**config.mk**
```make
export PLATFORM = sky130hd
export DESIGN_NAME = cft_key_cmp
export DESIGN_NICKNAME = d
export VERILOG_FILES = /design/src/hdl/cft_pkg.sv /design/src/hdl/cft_key_cmp.sv
export SDC_FILE = /design/constraint.sdc
export NUM_CORES = 1
export LEC_CHECK = 0
export ABC_AREA = 1
export BUFFER_PORTS_ARGS = -buffer_cell sky130_fd_sc_hd__clkbuf_2
export CELL_PAD_IN_SITES_DETAIL_PLACEMENT = 0
export CELL_PAD_IN_SITES_GLOBAL_PLACEMENT = 1
export CORE_AREA = 2 2 102 104
export DETAILED_ROUTE_END_ITERATION = 10
export DIE_AREA = 0 0 104 106
export PLACE_DENSITY_LB_ADDON = 0.1
export SETUP_SLACK_MARGIN = 0.4
export SLEW_MARGIN = 20
export SYNTH_ARGS = -nofsm -noshare
export SYNTH_HDL_FRONTEND = slang
export SYNTH_SLANG_ARGS = --single-unit
```
**constraint.sdc**
```tcl
create_clock -name vclk -period 2.6
set_input_delay 0.26 -clock vclk [all_inputs]
set_output_delay 0.26 -clock vclk [all_outputs]
set_load 0.1 [all_outputs]
```
**src/hdl/cft_pkg.sv**
```systemverilog
// shared types, sizes and helpers for the chunk frequency table
// no dependencies; used by every module of the block
package cft_pkg;

    localparam int CHUNK_LEN   = 10;
    localparam int TABLE_DEPTH = 256;
    localparam int COUNT_BITS  = 32;

    localparam int IDX_W  = $clog2(TABLE_DEPTH);
    localparam int TOT_W  = $clog2(TABLE_DEPTH + 1);
    localparam int LEN_W  = $clog2(CHUNK_LEN + 1);
    localparam int WSUM_W = (COUNT_BITS + IDX_W > 33) ? COUNT_BITS + IDX_W : 33;
    localparam int HI_W   = WSUM_W - 32;

    typedef enum logic [1:0] {
        OP_ADD   = 2'd0,
        OP_FLUSH = 2'd1,
        OP_WPICK = 2'd2,
        OP_UPICK = 2'd3
    } op_t;

    typedef enum logic [2:0] {
        STATUS_INSERTED = 3'd0,
        STATUS_COUNTED  = 3'd1,
        STATUS_DROPPED  = 3'd2,
        STATUS_EMPTY    = 3'd3,
        STATUS_PICKED   = 3'd4
    } status_t;

    typedef enum logic [3:0] {
        S_IDLE,
        S_SRCH_START,
        S_SEARCH,
        S_DECIDE,
        S_SHIFT,
        S_WRNEW,
        S_MUL1,
        S_MUL2,
        S_WALK,
        S_UNI,
        S_PWAIT,
        S_EMIT
    } state_t;

    typedef logic [CHUNK_LEN-1:0][7:0] key_t;

    typedef struct packed {
        logic [LEN_W-1:0]      len;
        logic [COUNT_BITS-1:0] count;
        key_t                  key;
    } entry_t;

    typedef struct packed {
        logic lt;
        logic eq;
    } cmp_t;

    typedef struct packed {
        op_t         operation;
        logic [7:0]  data_byte;
        logic [31:0] random_value;
    } cmd_t;

    typedef struct packed {
        status_t     status;
        logic [7:0]  entry_index;
        logic [3:0]  key_length;
        logic [7:0]  key_byte;
        logic [31:0] entry_count;
        logic        last;
    } res_t;

    // low eight bits of a table position
    function automatic logic [7:0] idx8(input logic [TOT_W-1:0] p);
        logic [TOT_W+7:0] t;
        t = {8'b0, p};
        return t[7:0];
    endfunction

    // key length widened to the result field
    function automatic logic [3:0] len4(input logic [LEN_W-1:0] l);
        logic [LEN_W+3:0] t;
        t = {4'b0, l};
        return t[3:0];
    endfunction

    // count shown clipped to 32 bits
    function automatic logic [31:0] sat32(input logic [COUNT_BITS-1:0] c);
        logic [COUNT_BITS+31:0] w;
        w = {32'b0, c};
        if (|w[COUNT_BITS+31:32])
        begin
            return '1;
        end
        return w[31:0];
    endfunction

endpackage

```
**src/hdl/cft_key_cmp.sv**
```systemverilog
// lexicographic compare of one stored key against the chunk buffer
// depends on cft_pkg
module cft_key_cmp (
    input  cft_pkg::entry_t              row,
    input  cft_pkg::key_t                chunk,
    input  logic [cft_pkg::LEN_W-1:0]    fill,
    output cft_pkg::cmp_t                cmp
);
    import cft_pkg::*;

    logic [LEN_W-1:0] n;
    logic             found;
    logic             lt_byte;

    // first differing byte within the shorter key decides, else length does
    always_comb
    begin
        n       = (row.len < fill) ? row.len : fill;
        found   = 1'b0;
        lt_byte = 1'b0;
        for (int i = 0; i < CHUNK_LEN; i++)
        begin
            if (!found && (LEN_W'(i) < n) && (row.key[i] != chunk[i]))
            begin
                found   = 1'b1;
                lt_byte = row.key[i] < chunk[i];
            end
        end
        if (found)
        begin
            cmp.lt = lt_byte;
            cmp.eq = 1'b0;
        end
        else
        begin
            cmp.lt = row.len < fill;
            cmp.eq = row.len == fill;
        end
    end

endmodule

```
Word level (Yosys, flattened, before mapping)
Index checks and enable logic that the tools add are counted.
Word-level totals
  bits in registers: 0
  bits of input ports: 200
  output and inout port bits: 2
  logic and storage cells: 82
Cells by class
  $lt $le $gt $ge: 21
  equality and inequality tests: 11
  muxes and demuxes: 22
  reductions and logical operators: 28
Operators with widths (count)
  < comparator 8 bit: 10
  != test 8 bit: 10
  two-way mux 1 bit: 20
  logical AND 1 bit: 19
  < comparator 3 x 4 -> 1 bit (first input constant): 4
  logical NOT 1 bit: 9
  < comparator 1 x 4 -> 1 bit (first input constant): 2
  < comparator 2 x 4 -> 1 bit (first input constant): 2
  < comparator 4 bit (first input constant): 2
  equality test 4 bit: 1
  < comparator 4 bit: 1
  two-way mux 4 bit: 1
  two-way mux 2 bit: 1

Logic depth before layout (Yosys ltp)
Gate-level depths: netlist of the first run.
  word-level depth: 42
  depth in mapped cells: 22
  depth with buffers taken out: 22

Worst setup path before layout of the first run
No wires, ideal clock.
  path kind: input to output
  start point: input port fill[3] in the netlist's numbering
  end point: output port cmp[0] in the netlist's numbering
  data arrival time: 3294 ps
  required time: 2340 ps
  setup slack: -954 ps
  cell stages on the path: 15
  path buffers: 0
  cells stage by stage: inv_1 > ha_1 > a21oi_4 > nand2_4 > nand2_1 > nand2_1 > nor2_4 > nand2_2 > nand2_2 > nand2_2 > nor2_4 > nand2_2 > nor2_4 > nand2_2 > nor4_2
RTL lines
  from (decl): RTL line cft_key_cmp.sv:6  | input logic [cft_pkg::LEN_W-1:0] fill,
  to (decl): RTL line cft_key_cmp.sv:7  | output cft_pkg::cmp_t cmp

==> flow_summary.ini, run 1 <==
[drt]
wirelength_um = 6920
ant_nets = 0
routedWlPerCell_um = 9.71
dr_wl_met3_um = 504
vias_per_cell = 4.15
wl_met1_um = 3060
vias = 2956
drt_iter0_drc = 54
wl_met2_um = 3320
drc_errors = 0
drt-pass1-iter-count = 4
top_layer_used = met4

[die]
chipHeight_um = 106
die-area_um2 = 11000
ios = 202
die_w_um = 104
placementRows = 37
core_um2 = 10000
start_util = 0.250

[yosys]
synth_most_common_cell = inv_1
syn-num-nets = 680
yosys_warnings = 0
synth_top_area_share = 0.425
ys_types = 29
ys_top_cells_by_count = inv_1, ha_1, nand2_1
synth-seq-area-share = 0
yosys-top-cells-area = ha_1, inv_1, nand2_1
synth_area_um2 = 2500
netlist_instances = 395
syn_avg_cell_area_um2 = 6.34
synth_largest_area_cell = ha_1

[sta]
fin_ws_ns = -0.00468
period_share = 1.00
rsz0062_at_grt = yes
fmax_mhz = 384
post-route-min-period_ns = 2.60
report.final.hold_viol_count = 0
worstMarginPinSlew_ns = 0.372
slew-limit-headroom = 0.752
holdWs_ns = 1.15
finalMaxSlewViolations = 0
finalSetupViolCount = 1

[critical_path]
arrival_ns = 2.34
critPathRequiredTime_ns = 2.34
path_class = primary input to output port
cp-start-kind = primary input
endpoint_kind = output port
worstPathMaxFanout = 5

[status]
violations = negative setup slack
outcome = finished, violations left

[global_route]
grt_use_total = 0.123
antenna_found_initial = 0
grt_pass1_wl_um = 12000
grt_max_degree = 8
gr-total-overflow = 0
first_global_vias = 2991

[clock_tree]
hold_buffers = 0

[finish]
drive_above_1_share = 0.387
fin_area_um2 = 3810
area_growth_pct = 52.1
seqCellArea_um2 = 0
nets = 863
final_util = 0.381
nClkBuffers = 0
n_antenna_cell = 0
seq_cells = 0

[place]
portBuffers = 170
placed_area_um2 = 3650
hpwl_um = 6610
gp_congestion = 0.784

[job]
drv_cap = 0

[power]
p_per_area_nw_per_um2 = 163
p_leak_uw = 0.00240
vdd_drop_max_mv = 0.0782

[min_path]
hp-class = primary input to output port
[final timing paths]
check  depth (start not counted)  startpoint  slack [ns]     end
max                           15    row[115]      -0.005  cmp[0]
min                            5    row[113]        1.15  cmp[0]
[stage by stage]
| stage | setup TNS, ns | total power (uW) | setup WS [ns] | std cells |
|---|---|---|---|---|
| after global routing | -0.284 | 724 | -0.144 | 712 |
| after floorplan | -0.204 | 363 | -0.204 | 395 |
| after detailed placement | 0 | 591 | 0.00114 | 703 |
| after global placement | 0 | 583 | 0.0290 | 703 |
| after CTS | 0 | 602 | 0.0252 | 705 |
| final | -0.00468 | 621 | -0.00468 | 712 |
[layout make-up]
| cell class | instances | area (um2) |
|---|---|---|
| fillers | 1139 | 6190 |
| well taps | 136 | 170 |
| repair buffers | 181 | 998 |
| multi-input cells | 289 | 2230 |
| inverters | 106 | 407 |
[cell usage in the layout, fill, tap and decap left out, drive strengths merged]
| cell | n |
|---|---|
| ha | 85 |
| a31oi | 1 |
| a211oi | 2 |
| buf | 18 |
| inv | 105 |
| clkbuf | 163 |
| nor4 | 1 |
| nor3 | 6 |
| nor2 | 20 |
| nand4 | 8 |
| nor3b | 1 |
| a41oi | 1 |
| o21bai | 1 |
| and2 | 1 |
| o21a | 2 |
| or2 | 1 |
| nand3 | 19 |
| a21oi | 41 |
| clkinv | 1 |
| o21ai | 14 |
| o41ai | 1 |
| nand3b | 2 |
| nand2 | 78 |
| o221ai | 1 |
| o211ai | 3 |
[routing by layer]
metal / vias up / global-route usage
met3: 4 / 0.0208
met4: 0 / 0.00676
li1: 1658 / -
met5: - / 0
met2: 91 / 0.228
met1: 1203 / 0.155
[worst max-delay path: stages]
cell and delay (ns):
buf_8 0.10, ha_4 0.25, a21oi_4 0.23, buf_4 0.14
nand3b_1 0.09, nand2_2 0.12, nand3_4 0.09, nand2_4 0.08
nand2_4 0.05, nor2_4 0.16, nand2_2 0.09, nor2_4 0.13
nand2_4 0.07, nor4_4 0.27, buf_12 0.22
[logic make-up (layout without fill, tap and decap cells)]
group / after synthesis / in the layout / synth area share
buf+inv: 106 / 287 / 0.159
compound gates: 67 / 67 / 0.151
fa+ha+maj: 85 / 85 / 0.425
simple gates: 137 / 137 / 0.265
[power by group]
group | total, uW | switching, uW | internal, uW
Sequential | 0 | 0 | 0
Combinational | 621 | 322 | 299
Clock | 0 | 0 | 0
[timing repair]
| item | 4_1_cts | 5_1_grt |
|---|---|---|
| resized for setup | 2 | 27 |
| setup endpoints to repair | 2 | 2 |
| endpoints found under the hold margin | 0 | 0 |
| buffers inserted | 2 | 7 |
| pin swaps | 3 | 10 |
No activity file was read; power rests on OpenSTA's default activity.
==> run 2: changes to the inputs <==
--- a/config.mk
+++ b/config.mk
@@ -12,7 +12,7 @@
 export CORE_AREA = 2 2 102 104
 export DETAILED_ROUTE_END_ITERATION = 10
 export DIE_AREA = 0 0 104 106
-export PLACE_DENSITY_LB_ADDON = 0.1
+export PLACE_DENSITY = 0.89
 export SETUP_SLACK_MARGIN = 0.4
 export SLEW_MARGIN = 20
 export SYNTH_ARGS = -nofsm -noshare
==> flow_summary.ini, run 2 (synthesized netlist as in run 1, its figures left out) <==
[drt]
drt_iter0_drc = 59
vias_per_cell = 4.34
wirelength_um = 7060
drt-pass1-iter-count = 4
routedWlPerCell_um = 9.96
ant_nets = 0
vias = 3080
drc_errors = 0

[sta]
fmax_mhz = 381
holdWs_ns = 1.17
period_share = 1.01
report.final.hold_viol_count = 0
slew-limit-headroom = 0.741
finalMaxSlewViolations = 0
worstMarginPinSlew_ns = 0.384
fin_setup_tns_ns = -0.0251
post-route-min-period_ns = 2.63
finalSetupViolCount = 1
fin_ws_ns = -0.0251
rsz0062_at_grt = yes

[critical_path]
critPathRequiredTime_ns = 2.34
worstPathMaxFanout = 5
endpoint_kind = output port
path_cells = buf_8 > inv_4 > ha_4 > a21oi_4 > nand2_4 > nand2_2 > nand2_2 > nor2_4 > nand2_2 > nand2_2 > nand2_2 > nor2_4 > nand2_2 > nor2_4 > nand2_4 > inv_4 > nand4_1 > nand2_4 > buf_12
critPathMostFrequentCell = nand2_2
cp-start-kind = primary input
arrival_ns = 2.37
cp_num_buf_inv = 4
path_class = primary input to output port
critPathSlowestCell = ha_4
critical-path-top-delay-family = simple AND/OR/NAND/NOR gates
slowest_delay_ns = 0.21

[finish]
seq_cells = 0
drive_above_1_share = 0.389
multiInputGateArea_um2 = 2230
layout_common_cells = clkbuf_2, inv_1, ha_1, nand2_1, a21oi_1
final_common_cell = clkbuf_2
final_util = 0.378
fill_cells = 1094
seqCellArea_um2 = 0
nets = 860
n_antenna_cell = 0
area_growth_pct = 50.8
stdcell_count = 709
nClkBuffers = 0

[die]
start_util = 0.250
die_w_um = 104
die-area_um2 = 11000
placementRows = 37
chipHeight_um = 106
ios = 202
core_um2 = 10000

[status]
violations = negative setup slack
outcome = finished, violations left

[job]
drv_cap = 0

[place]
hpwl_um = 6770
gp_congestion = 0.838
dp_cells = 702
portBuffers = 170

[global_route]
antenna_found_initial = 0
busiest_layer = met2
use_met2 = 0.250
grt_max_degree = 8
gr-total-overflow = 0
grt_util_met3 = 0.0208
grt_pass1_wl_um = 12000
grt_use_total = 0.125
first_global_vias = 3053
grt_use_met1 = 0.143

[min_path]
hp-class = primary input to output port

[power]
p_per_area_nw_per_um2 = 164
p_leak_uw = 0.00237
vdd_drop_max_mv = 0.111
fin_total_pwr_uw = 619
==> run 2: timing repair <==
item / in CTS / in global routing
setup buffers: 0 / 7
endpoints found under the setup margin: 2 / 2
endpoints found under the hold margin: 0 / 0
hold buffers: 0 / 0
gates resized for setup: 1 / 29
pin swaps: 0 / 21
==> run 2: layout make-up <==
class | instances | area share
multi-input combinational | 289 | 0.589
timing repair buffer | 178 | 0.257
tap | 136 | 0.0451
inverter | 106 | 0.109
==> run 2: path summary, 6_finish.rpt <==
check  startpoint      to  slack [ns]  cells after the start
min      row[113]  cmp[0]        1.17                      5
max       fill[3]  cmp[1]       -0.03                     19
==> run 2: power by group <==
group / internal [uW] / switching [uW] / total, uW
combinational: 295 / 324 / 619
clock: 0 / 0 / 0
sequential: 0 / 0 / 0
total: 295 / 324 / 619
==> run 2: per-layer routing <==
metal / wire length (um) / vias to the layer above
li1: - / 1653
met1: 2860 / 1316
met2: 3610 / 103
met3: 536 / 8
met4: 59 / 0
met5: 0 / -
==> run 2: per-stage QoR <==
stage / setup WS, ns / instance area [um2]
2_1_floorplan: -0.204 / 2580
3_3_place_gp: 0.0471 / 3640
3_5_place_dp: 0.0164 / 3640
4_1_cts: 0.0315 / 3640
5_1_grt: -0.183 / 3780
6_report: -0.0251 / 3780
